File: config.mk
export PLATFORM = sky130hd
export DESIGN_NAME = gimbal_tracking_step_controller
export DESIGN_NICKNAME = d
export VERILOG_FILES = /design/src/hw/rtl/gtsc_pkg.sv /design/src/hw/rtl/gimbal_tracking_step_controller.sv
export SDC_FILE = /design/constraint.sdc
export NUM_CORES = 1
export LEC_CHECK = 0
export BUFFER_PORTS_ARGS = -buffer_cell sky130_fd_sc_hd__buf_2
export CAP_MARGIN = 40
export CORE_MARGIN = 10
export CORE_UTILIZATION = 59
export CTS_CLUSTER_SIZE = 25
export DETAILED_ROUTE_END_ITERATION = 12
export PLACE_DENSITY = 0.79
export SLEW_MARGIN = 30
export SYNTH_ARGS = -nofsm -noshare
export SYNTH_HDL_FRONTEND = slang
export SYNTH_SLANG_ARGS = --single-unit
File: constraint.sdc
create_clock -name i_clk -period 14.3 [get_ports i_clk]
set_input_delay 0.715 -clock i_clk [delete_from_list [all_inputs] [get_ports i_clk]]
set_output_delay 0.715 -clock i_clk [all_outputs]
set_load 0.05 [all_outputs]
File: src/hw/rtl/gtsc_pkg.sv
// ----------------------------------------------------------------------------
// Gimbal tracking step controller package
// Shared widths, register indexes, reset values and direction codes.
// ----------------------------------------------------------------------------
`default_nettype none

package gtsc_pkg;

    // Configuration port
    localparam int CFG_ADDR_W = 3;
    localparam int CFG_DATA_W = 16;

    // Stream payload widths (tdata padded to whole bytes)
    localparam int S_TDATA_W = 56;
    localparam int M_TDATA_W = 32;

    // Register indexes
    typedef enum logic [CFG_ADDR_W-1:0] {
        CFG_CENTER_X      = 3'd0,
        CFG_CENTER_Y      = 3'd1,
        CFG_DEADBAND      = 3'd2,
        CFG_STEP_GAIN     = 3'd3,
        CFG_MAX_STEPS     = 3'd4,
        CFG_TILT_SOFT_LIM = 3'd5,
        CFG_LOST_TIMEOUT  = 3'd6,
        CFG_SEARCH_STEPS  = 3'd7
    } t_cfg_idx;

    // Register reset values
    localparam logic [11:0] RST_CENTER_X      = 12'd320;
    localparam logic [11:0] RST_CENTER_Y      = 12'd240;
    localparam logic [9:0]  RST_DEADBAND      = 10'd20;
    localparam logic [7:0]  RST_STEP_GAIN     = 8'd8;
    localparam logic [9:0]  RST_MAX_STEPS     = 10'd400;
    localparam logic [14:0] RST_TILT_SOFT_LIM = 15'd12800;
    localparam logic [15:0] RST_LOST_TIMEOUT  = 16'd300;
    localparam logic [9:0]  RST_SEARCH_STEPS  = 10'd200;

    // Saturation value of the elapsed millisecond counter
    localparam logic [15:0] MS_SAT = 16'hFFFF;

    // Last recorded direction of an axis
    typedef enum logic [1:0] {
        DIR_NONE = 2'd0,
        DIR_POS  = 2'd1,
        DIR_NEG  = 2'd2
    } t_dir;

    // Configuration register file
    typedef struct packed {
        logic [11:0] center_x;
        logic [11:0] center_y;
        logic [9:0]  deadband;
        logic [7:0]  step_gain;
        logic [9:0]  max_steps;
        logic [14:0] tilt_soft_lim;
        logic [15:0] lost_timeout_ms;
        logic [9:0]  search_steps;
    } t_cfg;

    // Result of one item
    typedef struct packed {
        logic               searching;
        logic signed [16:0] tilt_steps;
        logic               tilt_move;
        logic signed [10:0] pan_steps;
        logic               pan_move;
    } t_result;

endpackage : gtsc_pkg

`default_nettype wire

File: src/hw/rtl/gimbal_tracking_step_controller.sv
// ----------------------------------------------------------------------------
// Gimbal tracking step controller
// Turns target coordinate reports and millisecond ticks into relative step
// moves for a two-axis pan/tilt gimbal, with dead zone, gain, clamping, tilt
// soft limits and a search pattern after the target has been lost.
// ----------------------------------------------------------------------------
//
//  Channel    Direction  Payload
//  ---------  ---------  ----------------------------------------------------
//  s_axis     in         tuser: action; tdata: target_x, target_y, pan_busy,
//                        tilt_busy, tilt_position
//  m_axis     out        tdata: pan_move, pan_steps, tilt_move, tilt_steps,
//                        searching
//  cfg        in         write enable, register index, write data
//
//  The block takes one beat per clock cycle while m_axis does not stall. A
//  beat is captured in the input register and one combinational pass loads
//  the result register from it once that register is free or being emptied.
//  The result register stalls on m_axis backpressure and the input register
//  then holds one more beat before s_axis tready drops.
//  A synchronous active-low reset clears both valid flags, the elapsed counter,
//  the recorded directions and all configuration registers to their defaults.
//
`default_nettype none

module gimbal_tracking_step_controller
    import gtsc_pkg::*;
(
    input  wire logic                  i_clk,
    input  wire logic                  i_rst_n,

    // Input stream
    input  wire logic                  i_s_axis_tvalid,
    output      logic                  o_s_axis_tready,
    // [15:0] target_x, [31:16] target_y, [32] pan_busy, [33] tilt_busy,
    // [49:34] tilt_position, [55:50] zero
    input  wire logic [S_TDATA_W-1:0]  i_s_axis_tdata,
    // [0] action (0 = coordinate report, 1 = millisecond tick)
    input  wire logic                  i_s_axis_tuser,

    // Result stream
    output      logic                  o_m_axis_tvalid,
    input  wire logic                  i_m_axis_tready,
    // [0] pan_move, [11:1] pan_steps, [12] tilt_move, [29:13] tilt_steps,
    // [30] searching, [31] zero
    output      logic [M_TDATA_W-1:0]  o_m_axis_tdata,

    // Configuration write port
    input  wire logic                  i_cfg_we,
    input  wire logic [CFG_ADDR_W-1:0] i_cfg_addr,
    input  wire logic [CFG_DATA_W-1:0] i_cfg_wdata
);

    // ------------------------------------------------------------------
    // Configuration registers
    // ------------------------------------------------------------------
    t_cfg r_cfg;

    always_ff @(posedge i_clk) begin
        if (!i_rst_n) begin
            r_cfg.center_x        <= RST_CENTER_X;
            r_cfg.center_y        <= RST_CENTER_Y;
            r_cfg.deadband        <= RST_DEADBAND;
            r_cfg.step_gain       <= RST_STEP_GAIN;
            r_cfg.max_steps       <= RST_MAX_STEPS;
            r_cfg.tilt_soft_lim   <= RST_TILT_SOFT_LIM;
            r_cfg.lost_timeout_ms <= RST_LOST_TIMEOUT;
            r_cfg.search_steps    <= RST_SEARCH_STEPS;
        end else if (i_cfg_we) begin
            unique case (t_cfg_idx'(i_cfg_addr))
                CFG_CENTER_X:      r_cfg.center_x        <= i_cfg_wdata[11:0];
                CFG_CENTER_Y:      r_cfg.center_y        <= i_cfg_wdata[11:0];
                CFG_DEADBAND:      r_cfg.deadband        <= i_cfg_wdata[9:0];
                CFG_STEP_GAIN:     r_cfg.step_gain       <= i_cfg_wdata[7:0];
                CFG_MAX_STEPS:     r_cfg.max_steps       <= i_cfg_wdata[9:0];
                CFG_TILT_SOFT_LIM: r_cfg.tilt_soft_lim   <= i_cfg_wdata[14:0];
                CFG_LOST_TIMEOUT:  r_cfg.lost_timeout_ms <= i_cfg_wdata;
                CFG_SEARCH_STEPS:  r_cfg.search_steps    <= i_cfg_wdata[9:0];
                default: ;
            endcase
        end
    end

    // ------------------------------------------------------------------
    // Handshake: input register feeds the result register. The pass advances
    // when the input register is full and the result register is empty or being emptied.
    // ------------------------------------------------------------------
    logic r_in_valid;
    logic r_out_valid;
    logic advance;
    logic in_accept;

    assign advance         = r_in_valid && (!r_out_valid || i_m_axis_tready);
    assign o_s_axis_tready = !r_in_valid || advance;
    assign in_accept       = i_s_axis_tvalid && o_s_axis_tready;

    // Input register payload
    logic               r_tick;
    logic signed [15:0] r_target_x;
    logic signed [15:0] r_target_y;
    logic               r_pan_busy;
    logic               r_tilt_busy;
    logic signed [15:0] r_tilt_pos;

    always_ff @(posedge i_clk) begin
        if (!i_rst_n) begin
            r_in_valid <= 1'b0;
        end else if (in_accept) begin
            r_in_valid <= 1'b1;
        end else if (advance) begin
            r_in_valid <= 1'b0;
        end
    end

    always_ff @(posedge i_clk) begin
        if (in_accept) begin
            r_tick      <= i_s_axis_tuser;
            r_target_x  <= i_s_axis_tdata[15:0];
            r_target_y  <= i_s_axis_tdata[31:16];
            r_pan_busy  <= i_s_axis_tdata[32];
            r_tilt_busy <= i_s_axis_tdata[33];
            r_tilt_pos  <= i_s_axis_tdata[49:34];
        end
    end

    // ------------------------------------------------------------------
    // Tracking state
    // ------------------------------------------------------------------
    logic [15:0] r_ms_since_report;
    t_dir        r_pan_dir;
    t_dir        r_tilt_dir;

    logic [15:0] n_ms_since_report;
    t_dir        n_pan_dir;
    t_dir        n_tilt_dir;
    t_result     n_result;

    // ------------------------------------------------------------------
    // Single combinational pass over the item in the input register
    // ------------------------------------------------------------------
    // Errors are 18 bits wide: a 16-bit signed coordinate minus a 12-bit
    // center never wraps. Products with the 8-bit gain fit in 27 bits.
    logic signed [17:0] err_x;
    logic signed [17:0] err_y;
    logic signed [17:0] neg_err_y;
    logic signed [17:0] dz_s;
    logic signed [26:0] prod_x;
    logic signed [26:0] prod_y;
    logic signed [26:0] max_s;
    logic signed [10:0] pan_clamp;
    logic signed [10:0] tilt_clamp;
    logic signed [17:0] lim_s;
    logic signed [17:0] pos_s;
    logic signed [17:0] tilt_trk;
    logic signed [17:0] tilt_trk_end;
    logic signed [17:0] search_s;
    logic signed [17:0] tilt_srch;
    logic signed [17:0] tilt_srch_end;
    logic               out_dz_x;
    logic               out_dz_y;
    logic               search_on;

    always_comb begin
        err_x     = 18'(r_target_x) - $signed({6'd0, r_cfg.center_x});
        err_y     = 18'(r_target_y) - $signed({6'd0, r_cfg.center_y});
        neg_err_y = -err_y;
        dz_s      = $signed({8'd0, r_cfg.deadband});
        out_dz_x  = (err_x > dz_s) || (err_x < -dz_s);
        out_dz_y  = (err_y > dz_s) || (err_y < -dz_s);

        prod_x = err_x * $signed({1'b0, r_cfg.step_gain});
        prod_y = neg_err_y * $signed({1'b0, r_cfg.step_gain});
        max_s  = $signed({17'd0, r_cfg.max_steps});

        // Clamp each tracking step to plus or minus max_steps
        if (prod_x > max_s) begin
            pan_clamp = max_s[10:0];
        end else if (prod_x < -max_s) begin
            pan_clamp = 11'(-max_s);
        end else begin
            pan_clamp = prod_x[10:0];
        end

        if (prod_y > max_s) begin
            tilt_clamp = max_s[10:0];
        end else if (prod_y < -max_s) begin
            tilt_clamp = 11'(-max_s);
        end else begin
            tilt_clamp = prod_y[10:0];
        end

        // A tracking tilt move that would pass a soft limit is cut to the
        // distance to that limit, which may point back into the range.
        lim_s        = $signed({3'd0, r_cfg.tilt_soft_lim});
        pos_s        = 18'(r_tilt_pos);
        tilt_trk_end = pos_s + 18'(tilt_clamp);
        if (tilt_trk_end > lim_s) begin
            tilt_trk = lim_s - pos_s;
        end else if (tilt_trk_end < -lim_s) begin
            tilt_trk = -lim_s - pos_s;
        end else begin
            tilt_trk = 18'(tilt_clamp);
        end

        // Search move of the tilt axis in its last direction
        search_s      = $signed({8'd0, r_cfg.search_steps});
        tilt_srch     = (r_tilt_dir == DIR_POS) ? search_s : -search_s;
        tilt_srch_end = pos_s + tilt_srch;

        // Elapsed counter saturates rather than wrapping
        n_ms_since_report = r_ms_since_report;
        if (r_tick && (r_ms_since_report != MS_SAT)) begin
            n_ms_since_report = r_ms_since_report + 16'd1;
        end
        search_on = r_tick && (n_ms_since_report > r_cfg.lost_timeout_ms);

        n_pan_dir  = r_pan_dir;
        n_tilt_dir = r_tilt_dir;
        n_result   = '0;

        if (!r_tick) begin
            // Coordinate report: restart the lost-target timer and track
            n_ms_since_report = '0;
            if (out_dz_x) begin
                n_pan_dir = (pan_clamp > 11'sd0) ? DIR_POS : DIR_NEG;
                if (!r_pan_busy) begin
                    n_result.pan_move  = 1'b1;
                    n_result.pan_steps = pan_clamp;
                end
            end
            if (out_dz_y) begin
                n_tilt_dir = (tilt_trk > 18'sd0) ? DIR_POS : DIR_NEG;
                if (!r_tilt_busy && (tilt_trk != 18'sd0)) begin
                    n_result.tilt_move  = 1'b1;
                    n_result.tilt_steps = tilt_trk[16:0];
                end
            end
        end else if (search_on) begin
            n_result.searching = 1'b1;
            if (!r_pan_busy && (r_pan_dir != DIR_NONE)) begin
                n_result.pan_move  = 1'b1;
                n_result.pan_steps = (r_pan_dir == DIR_POS)
                                     ? $signed({1'b0, r_cfg.search_steps})
                                     : -$signed({1'b0, r_cfg.search_steps});
            end
            if (!r_tilt_busy && (r_tilt_dir != DIR_NONE)) begin
                if ((tilt_srch_end <= lim_s) && (tilt_srch_end >= -lim_s)) begin
                    n_result.tilt_move  = 1'b1;
                    n_result.tilt_steps = tilt_srch[16:0];
                end else begin
                    // Bounce off the soft limit on the next search tick
                    n_tilt_dir = (r_tilt_dir == DIR_POS) ? DIR_NEG : DIR_POS;
                end
            end
        end
    end

    // ------------------------------------------------------------------
    // State and result registers
    // ------------------------------------------------------------------
    t_result r_result;

    always_ff @(posedge i_clk) begin
        if (!i_rst_n) begin
            r_ms_since_report <= '0;
            r_pan_dir         <= DIR_NONE;
            r_tilt_dir        <= DIR_NONE;
            r_out_valid       <= 1'b0;
        end else begin
            if (advance) begin
                r_ms_since_report <= n_ms_since_report;
                r_pan_dir         <= n_pan_dir;
                r_tilt_dir        <= n_tilt_dir;
                r_out_valid       <= 1'b1;
            end else if (i_m_axis_tready) begin
                r_out_valid <= 1'b0;
            end
        end
    end

    always_ff @(posedge i_clk) begin
        if (advance) begin
            r_result <= n_result;
        end
    end

    assign o_m_axis_tvalid = r_out_valid;
    assign o_m_axis_tdata  = {1'b0, r_result};

endmodule : gimbal_tracking_step_controller

`default_nettype wire

== After elaboration in Yosys (flattened, before gate mapping) ==
Cells that the tools add are included.
Word-level totals
  register bits: 197
  output and inout bits: 34
  input bits: 81
  word-level logic and storage cells: 132
Cells by class
  reductions and logical operators: 33
  equal/unequal tests: 13
  bitwise logic cells: 1
  $mul: 2
  add/sub/neg operators: 13
  muxes and demuxes: 31
  $lt $le $gt $ge: 15
Operator list (count)
  two-way mux 18 bit: 7
  two-way mux 11 bit: 5
  less-than comparator 17 x 18 -> 1 bit: 3
  two-way mux 12 bit: 3
  negation 10 -> 18 bit: 2
  greater-than comparator 17 x 11 -> 1 bit: 2
  subtractor 16 x 13 -> 17 bit: 2
  two-way mux 16 bit: 2
  two-way mux 31 bit: 1
  two-way mux 30 bit: 1
  greater-than comparator 27 x 11 -> 1 bit: 1
  less-than comparator 26 x 27 -> 1 bit: 1
  less-than comparator 27 bit: 1
  multiplier 18 x 9 -> 27 bit: 1
  negation 10 -> 27 bit: 1
  greater-than comparator 26 x 11 -> 1 bit: 1
  multiplier 17 x 9 -> 26 bit: 1
  adder 16 x 18 -> 18 bit: 1
  >= comparator 18 bit: 1
  greater-than comparator 18 x 1 -> 1 bit (second input constant): 1
  <= comparator 18 x 16 -> 1 bit: 1
  negation 15 -> 18 bit: 1
  negation 17 -> 18 bit: 1
  nonzero test 18 bit: 1
  other kinds (26): 66

== Longest topological paths before layout ==
Gate-level depths: netlist of the first run.
  depth after elaboration: 15
  mapped depth: 71
  depth with buffers taken out: 68

== Worst setup path before layout of the first run ==
OpenSTA, ideal clock, no wires.
  path kind: reg2reg
  start: reg r_target_y[0]
  end: reg r_result (netlist bit o_m_axis_tdata[24]), data pin
  buffers on the path: 4
  slack: 0.420 ns
  period minus slack after synthesis: 13.880 ns
  arrival: 13.607 ns
  stages on the path, launching flop included: 68
  required time: 14.028 ns
  library setup time: 0.272 ns
  cell sequence: edfxtp_1 inv_1 ha_1 fa_1 nand2b_1 a21oi_1 xor2_1 nor4_1 nand2_1 nor3_1 nand2b_1 nor4_1 xnor2_1 nand2_1 fa_1 inv_1 fa_1 fa_1 [32 not listed] xnor2_1 ha_1 and4_1 and2_1 a31o_2 a31oi_1 a21oi_1 or3_1 o21a_1 and2_1 clkbuf_1 a22o_1 nor4_1 nand3_1 nor3_1 and4_1 a31o_4 o22ai_1
RTL lines
  start, declared: RTL line gimbal_tracking_step_controller.sv:100  | logic signed [15:0] r_target_y;
  start signal, assigned: RTL line gimbal_tracking_step_controller.sv:119  | r_target_y <= i_s_axis_tdata[31:16];
  end signal, assigned: RTL line gimbal_tracking_step_controller.sv:283  | r_result <= n_result;
  end, declared: RTL line gimbal_tracking_step_controller.sv:261  | t_result r_result;

==> results.md, run 1 <==
- Final wirelength: 81200 um
- Fin crit period: 13980 ps
- Routability cong.: 0.979
- Register area share after synthesis: 0.165
- Avg Cell Area, Syn: 8.24 um^2
- H-tree depth: 4
- Largest net degree at the start of global routing: 48
- Worst Max-Slew Pin Slew: 833 ps
- Max Cap Violations: 0
- CP startpoint: r_target_y[5]$_DFFE_PP_
- Clk root buf: clkbuf_16
- Vias in the first global route: 25000
- # clock sinks: 197
- Worst setup margin: 324 ps
- Skew final: 31.9 ps
- Routed vias: 25800
- TritonCTS clock tree: yes
- Clock power frac: 0.169
- CP Buf/Inv Count: 11
- Arr. time, crit path: 14200 ps
- Worst-skew pair later-pin latency: 520 ps
- Slowest-stage cell, CP: fa_1
- Critical R2R Capture: o_m_axis_tdata[26]$_DFFE_PP_
- Fill count: 3829
- Hold Crit Depth: 1
- Top-count cell post-synth: inv_1
- Ys flop type: dfxtp_1
- Clk buf depth: 2
- Seq cells post-synth: 197
- Number of flops mapped to enable cells by yosys: 82
- Placed wire-length estimate: 65600 um
- Num rows: 80
- Initial antenna violation count: 1
- Final setup fails: 0
- Hold_sp: i_s_axis_tdata[32]
- Most numerous cell on the critical path: buf_4
- Psw: 1.46 mW
- Power Density: 98.8 nW/um^2
- Initial Util: 0.600
- Synth warn: 0
- Initial drt markers: 2138
- Final Slew Violations: 0
- Max IR drop VDD: 141 uV
- Sw Ratio: 0.449
- Total CTS buffers: 17
- Die height: 241 um
- GRT Util Overall: 0.277
- Crit path max fanout: 7
- DR WL/cell: 18.5 um
- Input/output buffers: 107
- Hold Fails Final Rpt: 0
- Combinational group share of total power: 0.635
- Final period util: 0.977
- I/O pins: 115
- WP data required: 14530 ps
- Sequential share of power: 0.195
- Die W: 241 um
- HP Class: input pin to flip-flop
- Synthesized area: 28800 um^2
- Post-Syn Nets: 4212
- Leading cell types by count after synthesis: 484 x inv_1, 427 x nand2_1, 411 x ha_1
- Place WS: -509 ps
- Routed Antenna Nets: 0
- Yosys top cell area share: 0.178
- Setup tns final: 0 ps
- CP Launch Type: flip-flop
- Gr ovfl total: 0
- R2R cell count: 70
- Max-slew headroom: 0.443
- Core footprint: 48000 um^2
- Crit Path Category: flip-flop to flip-flop
- First-pass GRT wire length: 128000 um
- Share of flip-flops with an asynchronous set or reset: 0
- Hold Path End: r_pan_busy$_DFFE_PP_
- Top delay family on crit path: compound AO/OA/AOI/OAI gates
- Vias per cell: 5.85
- R2R Path Start: r_target_y[5]$_DFFE_PP_
- Synth Instances: 3496
- Area leader, netlist: ha_1
- P_int: 1.79 mW
- Area Overhead vs Synth: 14.3%
- Synth unique cells: 100
- Die area: 58100 um^2
- Synth top area cells: ha_1 18%, fa_1 16%, edfxtp_1 8.5%, dfxtp_1 8.0%, inv_1 6.3%
- CTS clk-pin slew, worst paths: 100 ps
- Fmax: 71.6 MHz
- DR pass1 iterations: 5
- Layout cells sized above 1: 0.143
- CP max stage delay: 570 ps
- Critical Path Sink Type: flip-flop
- Leak pwr: 15.6 nW
- Status: completed
- Nets: 4489
- R2R setup slack: 320 ps
- DRC violations left: 0
## per-layer routing
layer  track usage  wire, um  up-vias
met2         0.452     37800     1003
li1              -         -    12400
met4        0.0882      2320        0
met3        0.0528      7290      121
met1         0.366     33800    12300
met5             0         0        -
## what timing repair did
action                                 CTS  global route
setup endpoints to repair               12            20
hold buffers                             0             0
cloned                                   0             1
endpoints found under the hold margin    0             0
gates resized for setup                 18           118
buffers inserted                         1            14
pin swaps                                5            54
## how the worst max path moves through the flow
| stage | slack, ps | cells after the start | endpoint |
|---|---|---|---|
| finish | 320 | 70 | o_m_axis_tdata[26]$_DFFE_PP_ |
| CTS | 20 | 65 | o_m_axis_tdata[26]$_DFFE_PP_ |
| detailed placement | -510 | 65 | r_tilt_dir[0]$_SDFFE_PN0P_ |
| global placement | -220 | 64 | r_tilt_dir[0]$_SDFFE_PN0P_ |
| global route | -190 | 65 | o_m_axis_tdata[24]$_DFFE_PP_ |
| floorplan | 420 | 67 | o_m_axis_tdata[24]$_DFFE_PP_ |
## metrics by stage
stage / instances / cell area [um^2] / total power, mW / util / hold WS, ps
after floorplan: 3496 / 28800 / 1.85 / - / 436
after global placement: 4346 / 31500 / 2.49 / 0.655 / 441
after detailed placement: 4349 / 31500 / 2.53 / 0.655 / 447
after CTS: 4382 / 32200 / 3.10 / 0.671 / 351
after global routing: 4401 / 32900 / 3.48 / 0.685 / 359
final: 4402 / 32900 / 3.25 / 0.685 / 370
## layout make-up
cell class	count	area (um^2)	share of cell area
antenna	1	2.50	0.0000760
multi-input combinational	2709	22400	0.681
sequential	197	4770	0.145
timing repair buffer	359	2470	0.0751
clock inverter	15	235	0.00714
inverter	489	1850	0.0561
tap	615	769	0.0234
clock buffer	17	425	0.0129
## worst reg2reg max path, delay by kind of cell (launching register included)
kind                     cells  cell delay (ps)
buffers and inverters       11             1260
adder cells (fa/ha/maj)     10             3580
flip-flops                   1              410
AND/OR/NAND/NOR             18             3660
XOR/XNOR                     4              540
AO/OA/AOI/OAI               27             4280
## sequential cells by signal, summed over array words and instances, names as in the netlist, 2 cells and up
name               count
r_target_y            16
max_s                 10
r_cfg                 58
r_target_x            16
r_tilt_dir             2
r_ms_since_report     16
r_tilt_pos            16
dz_s                  10
lim_s                 15
r_pan_dir              2
o_m_axis_tdata        31
## power by group through the flow
stage          sequential [mW]  clock (mW)  combinational, mW
2_1_floorplan            0.664           0               1.18
3_3_place_gp             0.647           0               1.84
3_5_place_dp             0.647           0               1.88
4_1_cts                  0.635       0.558               1.90
5_1_grt                  0.638       0.577               2.27
6_report                 0.635       0.551               2.07
## layout by cell type, fill, tap and decap left out, types with 19 or more instances in the layout
master      n
o21a_1     68
nand2_1   426
mux2i_1    19
nor4_1     19
o211ai_1   33
nand4_1    43
a21o_1     68
buf_2     111
edfxtp_1   82
fa_1      220
xor2_1     48
nor2b_1    63
nand2b_1   42
buf_4     236
o21ai_0   111
ha_1      400
inv_1     477
and2_1    136
nand3_1    46
nor2_1    190
dfxtp_1   114
a21oi_1   225
xnor2_1   138
nor3_1     58
## kinds of logic after synthesis
| logic type | after synthesis | synth area share |
|---|---|---|
| other cells | 1 | 0.000130 |
| xor+xnor | 202 | 0.0623 |
| simple gates | 1127 | 0.190 |
| flops | 197 | 0.165 |
| mux | 22 | 0.00781 |
| fa+ha+maj | 635 | 0.334 |
| compound gates | 722 | 0.162 |
| buf+inv | 590 | 0.0785 |
Power figures use the tool's default switching activity.
==> run 2: changes to the inputs <==
- GPL_TIMING_DRIVEN: not set -> 0
==> run 2 against run 1 <==
  * Cell count down 1.4%
  * Clock skew down 10 ps
  * Design area down 0.15%
  * Total power down 0.55%
  * Clock power down 2%
  * Fmax down 1.9%
  * First-iteration DRC count up 10%
  * Worst setup slack worse by 270 ps
  * Via count up 0.88%
  * Sequential share of layout area about the same
  * Count of clock-buffer cells in the layout unchanged
  * Core utilization down 0.10 points
  * Largest cell class unchanged
  * Highest routed layer is now met5
==> results.md, run 2 (synthesis gave the netlist of run 1 again) <==
- Max IR drop VDD: 136 uV (was 141 uV)
- Post-CTS Hold Buffers: 0 (unchanged)
- Hold Slack: 371 ps (was 370 ps)
- Nets: 4426 (was 4489)
- Worst setup margin: 56.1 ps (was 324 ps)
- Clk root buf: clkbuf_16 (unchanged)
- Initial drt markers: 2361 (was 2138)
- Max-slew headroom: 0.407 (was 0.443)
- Psw: 1.53 mW (was 1.46 mW)
- Fmax: 70.2 MHz (was 71.6 MHz)
- DR pass1 iterations: 6 (was 5)
- Combinational group share of total power: 0.637 (was 0.635)
- Initial Util: 0.600 (unchanged)
- DR WL/cell: 19.9 um (was 18.5 um)
- Critical R2R Capture: r_tilt_dir[0]$_SDFFE_PN0P_ (was o_m_axis_tdata[26]$_DFFE_PP_)
- Final period util: 0.996 (was 0.977)
- Max Cap Violations: 0 (unchanged)
- CP Buf/Inv Count: 8 (was 11)
- Clk buf depth: 2 (unchanged)
- TritonCTS clock tree: yes (unchanged)
- H-tree depth: 4 (unchanged)
- Hold Fails Final Rpt: 0 (unchanged)
- Fin crit period: 14240 ps (was 13980 ps)
- Status: completed (unchanged)
- Crit Path Category: flip-flop to flip-flop (unchanged)
- Routed Antenna Nets: 0 (unchanged)
- Clock power frac: 0.167 (was 0.169)
- Hold Path End: r_tilt_pos[15]$_DFFE_PP_ (was r_pan_busy$_DFFE_PP_)
- Die W: 241 um (unchanged)
- Skew final: 21.6 ps (was 31.9 ps)
- Gr ovfl total: 0 (unchanged)
- Cell Count Post-Placement: 4224 (was 4349)
- Input/output buffers: 96 (was 107)
- Leading cell type in the layout, fill and taps excluded: inv_1 (unchanged)
- # clock sinks: 197 (unchanged)
- R2R setup slack: 60 ps (was 320 ps)
- Max reg flops: 58 (unchanged)
- Placed wire-length estimate: 67300 um (was 65600 um)
- Place WS: -2720 ps (was -509 ps)
- Sequential share of power: 0.196 (was 0.195)
- Commonest cells after routing, fill and taps aside: 475 x inv_1, 418 x nand2_1, 386 x ha_1 (was 477 x inv_1, 426 x nand2_1, 400 x ha_1)
- R2R Path Start: r_cfg[75]$_SDFFE_PN1P_ (was r_target_y[5]$_DFFE_PP_)
- Die area: 58100 um^2 (unchanged)
- Vias in the first global route: 24700 (was 25000)
- P_int: 1.71 mW (was 1.79 mW)
- Routability cong.: 0.985 (was 0.979)
- Hold_sp: i_s_axis_tdata[49] (was i_s_axis_tdata[32])
- Final wirelength: 86500 um (was 81200 um)
- Routed vias: 26000 (was 25800)
- CP max stage delay: 550 ps (was 570 ps)
- Area Overhead vs Synth: 14.1% (was 14.3%)
- Final Core Density: 0.684 (was 0.685)
- Final std cells w/o fill: 4340 (was 4402)
- First-pass GRT wire length: 132000 um (was 128000 um)
- Num rows: 80 (unchanged)
- Top delay family on crit path: compound AO/OA/AOI/OAI gates (unchanged)
- Total CTS buffers: 17 (unchanged)
- HP Class: input pin to flip-flop (unchanged)
- R2R cell count: 63 (was 70)
- Power Density: 98.4 nW/um^2 (was 98.8 nW/um^2)
- Final Slew Violations: 0 (unchanged)
- Layout cells sized above 1: 0.129 (was 0.143)
- Critical Path Sink Type: flip-flop (unchanged)
- CTS clk-pin slew, worst paths: 110 ps (was 100 ps)
- Final setup fails: 0 (unchanged)
- Fill count: 3808 (was 3829)
- RSZ-0062 raised after global routing: yes
- Biggest register: r_cfg (unchanged)
- Slowest-stage cell, CP: fa_1 (unchanged)
- Worst-skew pair later-pin latency: 500 ps (was 520 ps)
- Vias per cell: 5.99 (was 5.85)
- Arr. time, crit path: 14640 ps (was 14200 ps)
- Sw Ratio: 0.471 (was 0.449)
- Worst Max-Slew Pin Slew: 890 ps (was 833 ps)
- Largest net degree at the start of global routing: 41 (was 48)
- Crit path max fanout: 8 (was 7)
- Setup tns final: 0 ps (unchanged)
- Hold Crit Depth: 1 (unchanged)
- GRT Util Overall: 0.290 (was 0.277)
- CP Launch Type: flip-flop (unchanged)
- DRC violations left: 0 (unchanged)
- Leak pwr: 15.2 nW (was 15.6 nW)
- WP data required: 14700 ps (was 14530 ps)
- I/O pins: 115 (unchanged)
- Initial antenna violation count: 4 (was 1)
- Die height: 241 um (unchanged)
- Core footprint: 48000 um^2 (unchanged)
-- run 2: cell types whose count changed in the layout (fill, tap and decap cells not counted), sizes merged --
cell / change
buf: -154
clkinvlp: -1
diode: +1
clkinv: +1
clkbuf: +91
-- run 2: repair_timing --
action / 4_1_cts / 5_1_grt
setup buffers: 34 / 47
endpoints found under the setup margin: 20 / 20
resized for setup: 110 / 160
pin swaps: 34 / 104
-- run 2: worst reg2reg max path, delay by kind of cell (launching register included) --
kind,cells,cell delay (ps)
AOI/OAI and AO/OA,23,4850
xor gates and xnor gates,2,350
adders and majority gates,9,3400
buffers and inverters,8,950
DFF,1,310
and+or+nand+nor,21,4310
-- run 2: power by group through the flow --
stage	Combinational (mW)	Clock, mW	Sequential, mW
2_1_floorplan	1.18	0	0.664
3_3_place_gp	1.59	0	0.645
3_5_place_dp	1.64	0	0.645
4_1_cts	1.78	0.546	0.632
5_1_grt	2.23	0.564	0.635
6_report	2.06	0.541	0.633
-- run 2: worst max-delay path by stage --
stage	start	end	cells past startpoint
floorplan	r_target_y[0]$_DFFE_PP_	o_m_axis_tdata[24]$_DFFE_PP_	67
global placement	r_cfg[69]$_SDFFE_PN0P_	o_m_axis_tdata[27]$_DFFE_PP_	63
detailed placement	r_cfg[69]$_SDFFE_PN0P_	r_tilt_dir[0]$_SDFFE_PN0P_	64
CTS	r_target_y[0]$_DFFE_PP_	o_m_axis_tdata[24]$_DFFE_PP_	64
global route	r_cfg[75]$_SDFFE_PN1P_	o_m_axis_tdata[29]$_DFFE_PP_	63
finish	r_cfg[75]$_SDFFE_PN1P_	r_tilt_dir[0]$_SDFFE_PN0P_	63
-- run 2: layer usage --
metal / wire (um) / global-route usage
met1: 36300 / 0.386
met2: 38700 / 0.455
met3: 7610 / 0.0512
met4: 3830 / 0.126
met5: 23 / 0
-- run 2: stage by stage --
stage               cell area (um^2)  power (mW)
finish                         32900        3.24
CTS                            31700        2.96
global placement               30100        2.24
global route                   32900        3.43
floorplan                      28800        1.85
detailed placement             30200        2.28
-- run 2: cell type report --
| cell class | instances | area [um^2] | area share |
|---|---|---|---|
| Tap cell | 615 | 769 | 0.0234 |
| Multi-Input combinational cell | 2709 | 23100 | 0.703 |
| Timing Repair Buffer | 200 | 1270 | 0.0387 |
| Clock buffer | 17 | 425 | 0.0129 |
| Buffer | 96 | 424 | 0.0129 |
| Inverter | 489 | 1850 | 0.0563 |
| Clock inverter | 15 | 233 | 0.00708 |
| Antenna cell | 2 | 5.00 | 0.000152 |
| Sequential cell | 197 | 4770 | 0.145 |
